File: config.mk
export PLATFORM = sky130hd
export DESIGN_NAME = ssat_merge
export DESIGN_NICKNAME = d
export VERILOG_FILES = /design/src/rtl/ssat_pkg.sv /design/src/rtl/ssat_merge.sv
export SDC_FILE = /design/constraint.sdc
export NUM_CORES = 1
export LEC_CHECK = 0
export BUFFER_PORTS_ARGS = -buffer_cell sky130_fd_sc_hd__clkbuf_2
export CORE_MARGIN = 4
export CORE_UTILIZATION = 36
export CTS_BUF_LIST = sky130_fd_sc_hd__clkbuf_16
export CTS_CLUSTER_DIAMETER = 150
export DETAILED_ROUTE_END_ITERATION = 16
export PLACE_DENSITY_LB_ADDON = 0.25
export SLEW_MARGIN = 20
export SYNTH_ARGS = -nofsm -noshare
export SYNTH_HDL_FRONTEND = slang
export SYNTH_SLANG_ARGS = --single-unit
File: constraint.sdc
create_clock -name clk_i -period 1.85 [get_ports clk_i]
set_input_delay 0.185 -clock clk_i [delete_from_list [all_inputs] [get_ports clk_i]]
set_output_delay 0.185 -clock clk_i [all_outputs]
set_load 0.05 [all_outputs]
File: src/rtl/ssat_pkg.sv
// Shared types and constants for the stereo square-root soft saturator.
// Holds fixed-point widths, register indexes, the config struct and the beat tag.
// No dependencies.
package ssat_pkg;

  // Register field widths
  localparam int unsigned GAIN_W = 19;
  localparam int unsigned SOAR_W = 15;
  localparam int unsigned WET_W  = 17;

  // Config port
  localparam int unsigned CFG_IDX_W  = 2;
  localparam int unsigned CFG_DATA_W = 19;

  typedef enum logic [CFG_IDX_W-1:0] {
    CFG_INPUT_GAIN  = 2'd0,
    CFG_SOAR_OFFSET = 2'd1,
    CFG_OUTPUT_GAIN = 2'd2,
    CFG_WET_MIX     = 2'd3
  } cfg_idx_e;

  // Reset values
  localparam logic [GAIN_W-1:0] INPUT_GAIN_RST  = 19'd65536;
  localparam logic [SOAR_W-1:0] SOAR_OFFSET_RST = 15'd9830;
  localparam logic [GAIN_W-1:0] OUTPUT_GAIN_RST = 19'd65536;
  localparam logic [WET_W-1:0]  WET_MIX_RST     = 17'd65536;
  localparam logic [WET_W-1:0]  UNITY_Q16       = 17'd65536;

  // Datapath widths and alignments
  localparam int unsigned SQ_W       = 2 * SOAR_W;  // soar^2
  localparam int unsigned SQ_ALIGN   = 24;          // soar^2 to Q.56
  localparam int unsigned RAD_ALIGN  = 41;          // pre-gain product to Q.56 is RAD_ALIGN - W
  localparam int unsigned RAD_W      = 60;          // radicand in Q.56
  localparam int unsigned ROOT_W     = RAD_W / 2;   // root in Q.28
  localparam int unsigned SOAR_ALIGN = 12;          // soar Q.16 to Q.28
  localparam int unsigned PMUL_W     = ROOT_W + GAIN_W;
  localparam int unsigned P_DROP     = 8;           // Q.44 to Q.36
  localparam int unsigned P_W        = PMUL_W - P_DROP;
  localparam int unsigned DRY_ALIGN  = 37;          // dry magnitude to Q.36 is DRY_ALIGN - W
  localparam int unsigned DRY_W      = 37;
  localparam int unsigned WP_W       = P_W + WET_W;
  localparam int unsigned DP_W       = DRY_W + WET_W;
  localparam int unsigned MIX_W      = WP_W + 1;
  localparam int unsigned MIX_FRAC   = 53;          // mix to Q.(W-1) drops MIX_FRAC - W bits

  // Lane depth: three front stages, one root stage per result bit, four back stages
  localparam int unsigned LANE_LAT = 3 + ROOT_W + 4;

  // Register file seen by the lanes
  typedef struct packed {
    logic [GAIN_W-1:0] input_gain;
    logic [SOAR_W-1:0] soar_offset;
    logic [GAIN_W-1:0] output_gain;
    logic [WET_W-1:0]  wet_mix;
  } cfg_t;

  // Control carried alongside the lane data
  typedef struct packed {
    logic valid;
    logic last;
  } beat_tag_t;

endpackage

File: src/rtl/ssat_merge.sv
// Output stage: joins both lane results and the frame tag into one output beat,
// and derives the pipeline advance from the receiver's stall. Depends on ssat_pkg.
module ssat_merge #(
  parameter int unsigned SAMPLE_W = 24
) (
  input  logic                       clk_i,
  input  logic                       rst_ni,
  input  ssat_pkg::beat_tag_t        tag_i,
  input  logic signed [SAMPLE_W-1:0] left_i,
  input  logic signed [SAMPLE_W-1:0] right_i,
  input  logic                       stall_i,
  output logic                       adv_o,
  output logic                       valid_o,
  output logic signed [SAMPLE_W-1:0] left_o,
  output logic signed [SAMPLE_W-1:0] right_o,
  output logic                       last_o
);
  import ssat_pkg::*;

  logic                valid_q;
  logic                last_q;
  logic [SAMPLE_W-1:0] left_q, right_q;

  // Advance unless a held beat is stalled
  assign adv_o = !(valid_q && stall_i);

  always_ff @(posedge clk_i or negedge rst_ni) begin
    if (!rst_ni) begin
      valid_q <= 1'b0;
    end else if (adv_o) begin
      valid_q <= tag_i.valid;
    end
  end

  // Load the frame payload with the beat
  always_ff @(posedge clk_i) begin
    if (adv_o) begin
      last_q  <= tag_i.last;
      left_q  <= left_i;
      right_q <= right_i;
    end
  end

  assign valid_o = valid_q;
  assign left_o  = left_q;
  assign right_o = right_q;
  assign last_o  = last_q;

endmodule

# Word level (Yosys, flattened, before mapping)
# Cells that the tools add are included.
dict set report op_classes {
  reduce_logical 2
}
# op count
set op_table {}
lappend op_table {{1-bit logical AND} 1}
lappend op_table {{1-bit logical NOT} 1}
dict set report totals {
  register_bits 50
  inputBits 53
  output_inout_bits 51
  wordCells 6
}

# Longest topological paths before layout
# Gate-level depths: netlist of run 1.
dict set report depth {
  word_depth 2
  ltp_mapped 1
  depth_no_buf 1
}

# Least setup slack after synthesis of run 1
# No wires, ideal clock.
dict set report synth_timing {
  path_kind {register -> register}
  startpoint {register valid_q, in the netlist valid_o}
  endpoint {register last_q, in the netlist last_o (enable)}
  setup_time_ps 592
  arrival_time_ps 1596
  required_ps 1258
  path_slack_ps -338
  stages_incl_launch_ff 2
  path_buffers 0
  synth_period_minus_slack_ps 2188
  path_cell_list {dfrtp_1 > nand2_1}
}
dict set report synth_between {
  elab_chain_len 1
}
# item line
set synth_rtl {}
lappend synth_rtl {{start, declared} ssat_merge.sv:20} ;# logic valid_q;
lappend synth_rtl {{start signal, assigned} ssat_merge.sv:31} ;# valid_q <= tag_i.valid;
lappend synth_rtl {{1-bit logical AND} ssat_merge.sv:25} ;# assign adv_o = !(valid_q && stall_i);
lappend synth_rtl {{end signal, assigned} ssat_merge.sv:38} ;# last_q <= tag_i.last;
lappend synth_rtl {{end, declared} ssat_merge.sv:21} ;# logic last_q;
# No other way between the ends.
# A chain may end at the register's enable or synchronous reset.

# Worst setup path after layout of run 1
dict set report layout_timing {
  startpoint {register valid_q, in the netlist valid_o}
  endpoint {output port adv_o}
}
dict set report layout_between {
  elab_chain_len 2
}
# item line
set layout_rtl {}
lappend layout_rtl {{1-bit logical AND} ssat_merge.sv:25}
lappend layout_rtl {{1-bit logical NOT} ssat_merge.sv:25}
lappend layout_rtl {{end, declared} ssat_merge.sv:12} ;# output logic adv_o,
# No other way between the ends.

==> out/results.txt, run 1 <==
From bottom edge to top edge, the die measures 72.8 um. The worst setup slack before clock tree synthesis came out at 0.756 ns. The tools report the final-report max-slew violation count as 0. In the post-synthesis netlist, the biggest area contributors are sky130_fd_sc_hd__edfxtp_1 97%, sky130_fd_sc_hd__dfrtp_1 1.7%, sky130_fd_sc_hd__a21o_1 0.50%. The maximum fanout count along the critical path is 4, and the relative slew slack is 80.5%. The synthesized instance count came out at 53.

The total power draw was 2.78 mW. Setup repair after global routing left no endpoint under its margin. The signal on the critical path passes through nand2_1 -> clkbuf_2. The tools report the capturing element type of the critical path as an output pin. The total routing resource utilization after global routing was 11.4%; the die area was 0.00530 sq mm. The first global-routing pass estimated 4460 um of wire. The first detailed-routing pass took 2 iterations. Synthesis inferred 50 register bits.

After floorplanning, the core was sized to cover 0.00403 sq mm. After detailed routing, the number of remaining DRC violations is 0. The net count of the finished layout is 218. Horizontal extent of the die: 72.8 um. During I/O placement, the number of pins put on the boundary was 104. The worst path meets setup with 0.618 ns of slack. The number of buffer cells added on primary ports is 103.

The maximum operating frequency was 812 MHz. For this configuration, the core starts out at a cell density of 37.5%. The clock drives 50 sinks.

The tightest min-delay check is of the in2reg type. The routed design has 2860 um of wire. Sequential cells were found to cover 99.0% of the synthesized design area. The detailed router placed 902 vias in this run. Using the TritonRoute via totals, the vias-per-cell ratio works out to 4.18.

The area growth from synthesis to layout is 51.3%. The number of violations of the max-capacitance limit was 0; the half-perimeter wire length after detailed placement was 2270 um. Once detail routing completed, the nets flagged for antenna violations numbered 0. The antenna diode count is 0, and the clock edge transition at the registers on the reported setup and hold paths is 0.06 ns. The largest total area in the synthesized netlist belongs to sky130_fd_sc_hd__edfxtp_1.

The later pin in the worst-skew pair is clocked with a latency of 0.27 ns. The top-area cell type share of the netlist area works out to 97.4%. In the layout the commonest cells are 103 x sky130_fd_sc_hd__clkbuf_2, 49 x sky130_fd_sc_hd__edfxtp_1, 5 x sky130_fd_sc_hd__clkbuf_16.

Number of antenna violations at the first check in global routing: 0. The number of clock buffers inserted by TritonCTS is 5. For the iteration-0 DRC count of the detailed router, the log shows 55. Summing every instance area after synthesis gives 0.00151 sq mm. For this design the static power due to leakage is 1.04 nW.

The power density of the placed cells works out to 1210 mW/mm^2. TritonCTS built the clock tree. The tree is rooted in a sky130_fd_sc_hd__clkbuf_16.

The via count of the first global-routing pass is 972. Across the routed clock network, the largest skew measured is 0.00476 ns. The worst-case IR drop observed on VDD is 0.766 mV. For the pin with the worst max-slew slack, the measured transition is 0.294 ns. The run finished with clean final reports.

Cells fill 56.8% of the core in the end. Leaving out fill and tap cells, the most frequent cell in the layout is sky130_fd_sc_hd__clkbuf_2. In this run the deepest clock path goes through 2 buffers. Kind of critical path: reg2out. The number of filler cells placed in the layout is 345, and the number of distinct library cell variants in the gate-level netlist after synthesis is 4. The post-synthesis area per instance is 28.5 sq um, and the proportion of layout cells with a drive suffix above 1 is 68.1%. The count of endpoints failing hold in the final timing report is 0, and the peak per-stage delay on the critical path is 0.41 ns.

When the netlist entered floorplanning its net count stood at 106. The signal arrival time at the worst endpoint is 1.05 ns. The weighted congestion reported at the end of routability-driven placement was 0.731. Subtracting the final worst setup slack from the clock period gives 1.23 ns. Grouping stages by cell kind, the critical path spends the most delay in flip-flops. The worst setup path is launched from a flop. After detailed routing, the average wire length per cell comes to 13.2 um. The post-route clock period utilization was 66.6%.

Entering global routing, the biggest net connects 50 pins. The tools report the maximum level of the CTS H-tree as 2. The floorplan has 23 rows. On the critical path, the stage with the largest delay is an instance of sky130_fd_sc_hd__dfrtp_1.

Setup violations remaining at the end of the flow were counted as 0. Number of buffers and inverters on the critical path: 1. For the number of instances resized during post-cts repair, the log shows 0.

The setup total negative slack came out at 0 ns. The overall overflow remaining after global route was 0; the required time of the critical path was 1.66 ns. Yosys printed 0 warnings.
-- logic make-up (layout without fill, tap and decap cells) --
kind of cell	count (synthesis)	after routing	synth area share, %
compound gates	1	1	0.497
buf+inv	0	113	0
simple gates	2	2	0.497
flops	50	50	99.0
-- state kept, by name (all words and copies together) (netlist names) --
register / count
last_o: 1
valid_o: 1
left_o: 24
right_o: 24
-- layer usage --
layer	track usage (%)	part of all wire (%)
met4	3.69	0.45
met2	18.2	46
met1	12.3	35
met3	7.44	19
met5	0	0
-- power by group --
| group | total (mW) | leakage [nW] | switching (mW) | internal (mW) |
|---|---|---|---|---|
| clock | 0.972 | 0.0836 | 0.341 | 0.631 |
| combinational | 0.445 | 0.453 | 0.349 | 0.0957 |
| sequential | 1.36 | 0.504 | 0.0204 | 1.34 |
| total | 2.78 | 1.04 | 0.711 | 2.06 |
-- area by class of cell --
cell class              count  area (sq um)  area share, %
flip-flops and latches     50          1500           65.4
repair buffers            105           546           23.9
clock buffers               5           125           5.47
well taps                  50          62.6           2.74
clock inverters             3          40.0           1.75
multi-input cells           3          17.5          0.766
-- path summary, 6_finish.rpt --
check / startpoint / endpoint / slack, ns / depth (start not counted)
setup / recovery: valid_o$_DFFE_PN0N_ / adv_o / 0.62 / 2
hold / removal: right_i[19] / right_o[19]$_DFFE_PN_ / 0.08 / 1
setup reg to reg: valid_o$_DFFE_PN0N_ / left_o[11]$_DFFE_PN_ / 0.75 / 2
hold reg to reg: valid_o$_DFFE_PN0N_ / valid_o$_DFFE_PN0N_ / 0.55 / 1
max in group asynchronous: rst_ni / valid_o$_DFFE_PN0N_ / 1.56 / 2
min in group asynchronous: rst_ni / valid_o$_DFFE_PN0N_ / 0.20 / 2
-- what timing repair did --
action,in CTS,in global routing
hold buffers,1,0
endpoints found under the hold margin,1,0
setup endpoints to repair,0,0
buffers inserted,0,0
-- worst reg2reg max path: stages (launching register included) --
cell                      delay, ns
sky130_fd_sc_hd__dfrtp_1       0.41
sky130_fd_sc_hd__nand2_2       0.10
sky130_fd_sc_hd__buf_12        0.25
-- synthesized netlist by cell type --
cell type / count
sky130_fd_sc_hd__dfrtp_1: 1
sky130_fd_sc_hd__edfxtp_1: 49
sky130_fd_sc_hd__a21o_1: 1
sky130_fd_sc_hd__nand2_1: 2
-- per-stage QoR --
stage | hold slack (ns) | cell area, sq um | instances
after floorplan | -0.111 | 1510 | 53
after global placement | -0.0401 | 2110 | 207
after detailed placement | -0.0392 | 2110 | 207
after CTS | 0.0718 | 2290 | 216
after global routing | 0.0668 | 2290 | 216
final | 0.0787 | 2290 | 216
Note: power is estimated with default switching activity, not from simulation.
==> run 2, diff against run 1 <==
ABC_AREA = 1   (was unset)
CORE_UTILIZATION = 40   (was 36)
clock period = 1.2 ns   (was 1.85 ns; I/O delays follow)
==> out/results.txt, run 2 <==
The run gives 5 (+1) as the number of distinct library cell variants in the gate-level netlist after synthesis. The maximum resistive drop on vdd was 0.979 mV (+28%); the count of warnings emitted by yosys was 0 (unchanged). The via count of the first global-routing pass came out at 970 (-0.21%).

Weighted congestion reported at the end of routability-driven placement: 0.750 (+2.6%). The switching part of the total power is 26.9% (+1.3 points). Setup repair after global routing left no endpoint under its margin. Kind of start point of the critical path: a flop. The clock tree root driver cell was sky130_fd_sc_hd__clkbuf_16. The tools report the layout net count as 218 (unchanged). The area of all sequential standard cells is 0.00150 sq mm (about the same), and the routed length per instance is 13.5 um (+2.1%).

The number of antenna violations at the first check in global routing was 0 (unchanged). The power dissipated by switching net loads came out at 1.09 mW (+54%). TritonCTS built the clock tree.

Post-synth net total: 107 (+0.94%). The worst-case clock skew is 0.00552 ns (+0.000767 ns). The tools report the cell count after placement as 205 (-0.97%).

The library cells used most frequently in the layout, excluding fill and tap cells, are 102 x sky130_fd_sc_hd__clkbuf_2, 49 x sky130_fd_sc_hd__edfxtp_1, 5 x sky130_fd_sc_hd__clkbuf_16. The tools report the capturing element type of the critical path as an output pin. The area growth from synthesis to layout is 48.8%. In the synthesized netlist the dominant register cell turns out to be sky130_fd_sc_hd__edfxtp_1. The clock edge transition at the registers on the reported setup and hold paths was 0.06 ns (about the same). On the critical path, the stage with the largest delay is an instance of sky130_fd_sc_hd__dfrtp_2. The slew at the pin closest to its max-slew limit is 0.361 ns (+0.0666 ns), and the top-level port count is 104 (unchanged). The total area of multi-input combinational cells is 30.0 sq um (+71%), and the relative slew slack is 75.9% (-4.6 points).

The register bit total from synthesis was 50 (unchanged). The path class of the tightest hold or removal check is in2reg. The top-area cell type share of the netlist area was 97.0% (-0.32 points); the number of buffers on the longest clock path was 2 (unchanged). Number of synthesized flops with an enable pin: 49 (unchanged). In this run the critical register-to-register path is launched from valid_o$_DFFE_PN0N_. The cell row count is 22 (-4.3%), and the sequential-to-total area share from yosys stat is 98.7% (-0.33 points). For the portion of total power attributed to sequential cells, the log shows 51.9% (+3.0 points). The logs give 0 (unchanged) for the antenna diode count and 2.96 mW (+43%) for the total internal power. The tools report the required time of the critical path as 1.08 ns (-0.58 ns). For the number of violations of the max-capacitance limit, the log shows 0 (unchanged). The number of vias per cell was 4.36 (+4.5%); the proportion of layout cells with a drive suffix above 1 was 67.5% (-0.60 points). Traced cell by cell, the critical path runs through nand2_1 -> buf_4. The number of clock buffers inserted by TritonCTS is 5 (unchanged). The run gives 1.02 ns (-0.03 ns) as the signal arrival time at the worst endpoint. The count of endpoints failing hold in the final timing report came out at 0 (unchanged).

The tools report the synthesized instance count as 54 (+1.9%). After synthesis, the cell types taking the most area are sky130_fd_sc_hd__edfxtp_1 97%, sky130_fd_sc_hd__dfrtp_1 1.7%, sky130_fd_sc_hd__nand2_2 0.83%. The number of filler cells placed in the layout is 297 (-14%), and the non-filler instance count after layout is 214 (-0.93%). The maximum fanout count along the critical path is 3 (-1).

Number of vias in the routed layout: 934 (+3.5%). After synthesis, the most frequently instantiated cells are 49 x sky130_fd_sc_hd__edfxtp_1, 2 x sky130_fd_sc_hd__nand2_2, 1 x sky130_fd_sc_hd__dfrtp_1, 1 x sky130_fd_sc_hd__inv_1, 1 x sky130_fd_sc_hd__nand2_1. For the standby leakage power, the log shows 1.02 nW (-1.5%). The die area is 0.00484 sq mm (-8.7%). The logs give 0 (unchanged) for the number of post-CTS setup repair buffers and 0.00366 sq mm (-9.1%) for the placeable core region. Based on the critical path, the design can be clocked at up to 879 MHz. For the clock net sink count, the log shows 50 (unchanged). The most common library cell in the layout ignoring fill and taps is sky130_fd_sc_hd__clkbuf_2. Maximum level of the CTS H-tree: 2 (unchanged). The tools report the iteration-0 DRC count of the detailed router as 46 (-16%). The number of buffer cells added on primary ports is 103 (unchanged). The final-report max-slew violation count was 0 (unchanged). The tools report the internal reg-to-reg setup slack as 0.09 ns (-0.66 ns). sky130_fd_sc_hd__edfxtp_1 is the most common cell in the netlist.

The number of failing setup endpoints in the final timing report is 0 (unchanged), and the share of async-settable or async-resettable flops after synthesis is 2.00% (unchanged). The cell depth of the worst flop-to-flop path came out at 1 (-1). The peak per-stage delay on the critical path came out at 0.45 ns (+0.04 ns). The overall overflow remaining after global route was 0 (unchanged). Post-synthesis area per instance: 28.1 sq um (-1.5%). For the largest net degree at the start of global routing, the log shows 51 (+2.0%). The setup path with the least slack is of type reg2out. The final wirelength was 2890 um (+1.2%). Of all cell types, the one taking the most synthesized area is sky130_fd_sc_hd__edfxtp_1.

The startpoint of the worst setup timing path is valid_o$_DFFE_PN0N_. In this run the critical register-to-register path is captured at right_o[2]$_DFFE_PN_. The tools report the clock insertion delay at the later pin of the skew report as 0.28 ns (about the same). The post-detailed-route DRC marker count was 0 (unchanged). The smallest clock period supported by the final layout is computed as 1.14 ns. The critical path ends at adv_o. The total routing resource utilization after global routing is 12.6% (+1.2 points), and the area of the mapped netlist is 0.00152 sq mm (+0.33%). For the combinational share of power, the log shows 16.8% (+0.8 points). The die outline height is 69.6 um (-4.4%), and the starting density of the core is 41.4% (+3.9 points). For the power share of the clock group, the log shows 31.4% (-3.6 points). The global-route wire length before repair was 4580 um (+2.6%). The horizontal extent of the die is 69.6 um (-4.4%).

After layout, the worst path uses 94.9% of the clock period. The flow ran to the end, and the final reports show no timing, DRC or antenna violations. The number of nets with antenna violations after routing was 0 (unchanged).

Power density of the placed cells: 1790 mW/mm^2 (+48%). The tools report the setup total negative slack as 0 ns (unchanged). For the number of detailed-route iterations in the first pass, the log shows 4 (+2).
[run 2: worst min-delay path by stage]
stage | end | start | cells past startpoint
2_1_floorplan | valid_o$_DFFE_PN0N_ | rst_ni | 0
3_3_place_gp | valid_o$_DFFE_PN0N_ | rst_ni | 1
3_5_place_dp | valid_o$_DFFE_PN0N_ | rst_ni | 1
4_1_cts | left_o[14]$_DFFE_PN_ | left_i[14] | 1
5_1_grt | left_o[10]$_DFFE_PN_ | left_i[10] | 1
6_report | left_o[14]$_DFFE_PN_ | left_i[14] | 1
[run 2: per-stage QoR]
| step | utilization, % | setup WS (ns) | power [mW] | hold WS (ns) | area [sq um] |
|---|---|---|---|---|---|
| CTS | 61.7 | 0.0187 | 4.10 | 0.00841 | 2260 |
| detailed placement | 57.6 | 0.0937 | 2.82 | -0.104 | 2110 |
| global placement | 57.6 | 0.120 | 2.81 | -0.105 | 2110 |
| floorplan | - | 0.0397 | 2.61 | -0.176 | 1530 |
| finish | 61.7 | 0.0618 | 4.05 | 0.0141 | 2260 |
| global route | 61.7 | 0.0215 | 4.24 | 0.00458 | 2260 |
[run 2: cell type report]
type                            instances  area share (%)
Clock inverter                          3           0.554
Sequential cell                        50            66.4
Inverter                                1           0.166
Multi-Input combinational cell          3            1.33
Tap cell                               48            2.66
Timing Repair Buffer                  104            23.4
Clock buffer                            5            5.54
[run 2: repair_timing]
action	4_1_cts	5_1_grt
setup endpoints to repair	1	1
hold endpoints to repair	1	0
hold buffers	1	0
resized for setup	1	1
[run 2: kinds of logic (layout without fill, tap and decap cells)]
kind of cell,Yosys count,count (layout),share of synthesized area [%]
buffers and inverters,1,113,0.247
AND/OR/NAND/NOR,3,3,1.07
flip-flops,50,50,98.7
[run 2: critical path: cells and delay by family, from the launching register on]
family	cells	cell delay, ns
buffers and inverters	1	0.19
flip-flops	1	0.45
AND/OR/NAND/NOR	1	0.09
[run 2: power by group through the flow]
stage	combinational, mW	clock, mW	sequential (mW)
global route	0.710	1.42	2.11
CTS	0.687	1.31	2.10
floorplan	0.0459	0	2.57
finish	0.679	1.27	2.10
detailed placement	0.683	0	2.14
global placement	0.676	0	2.13
[run 2: per-layer routing]
layer,share of wire [%],wire length (um),up-vias,GRT usage [%]
met5,0,0,-,0
met4,0.80,23,0,5.21
met3,14,412,2,7.10
met2,49,1430,70,20.6
met1,35,1030,430,13.5
li1,-,-,432,-
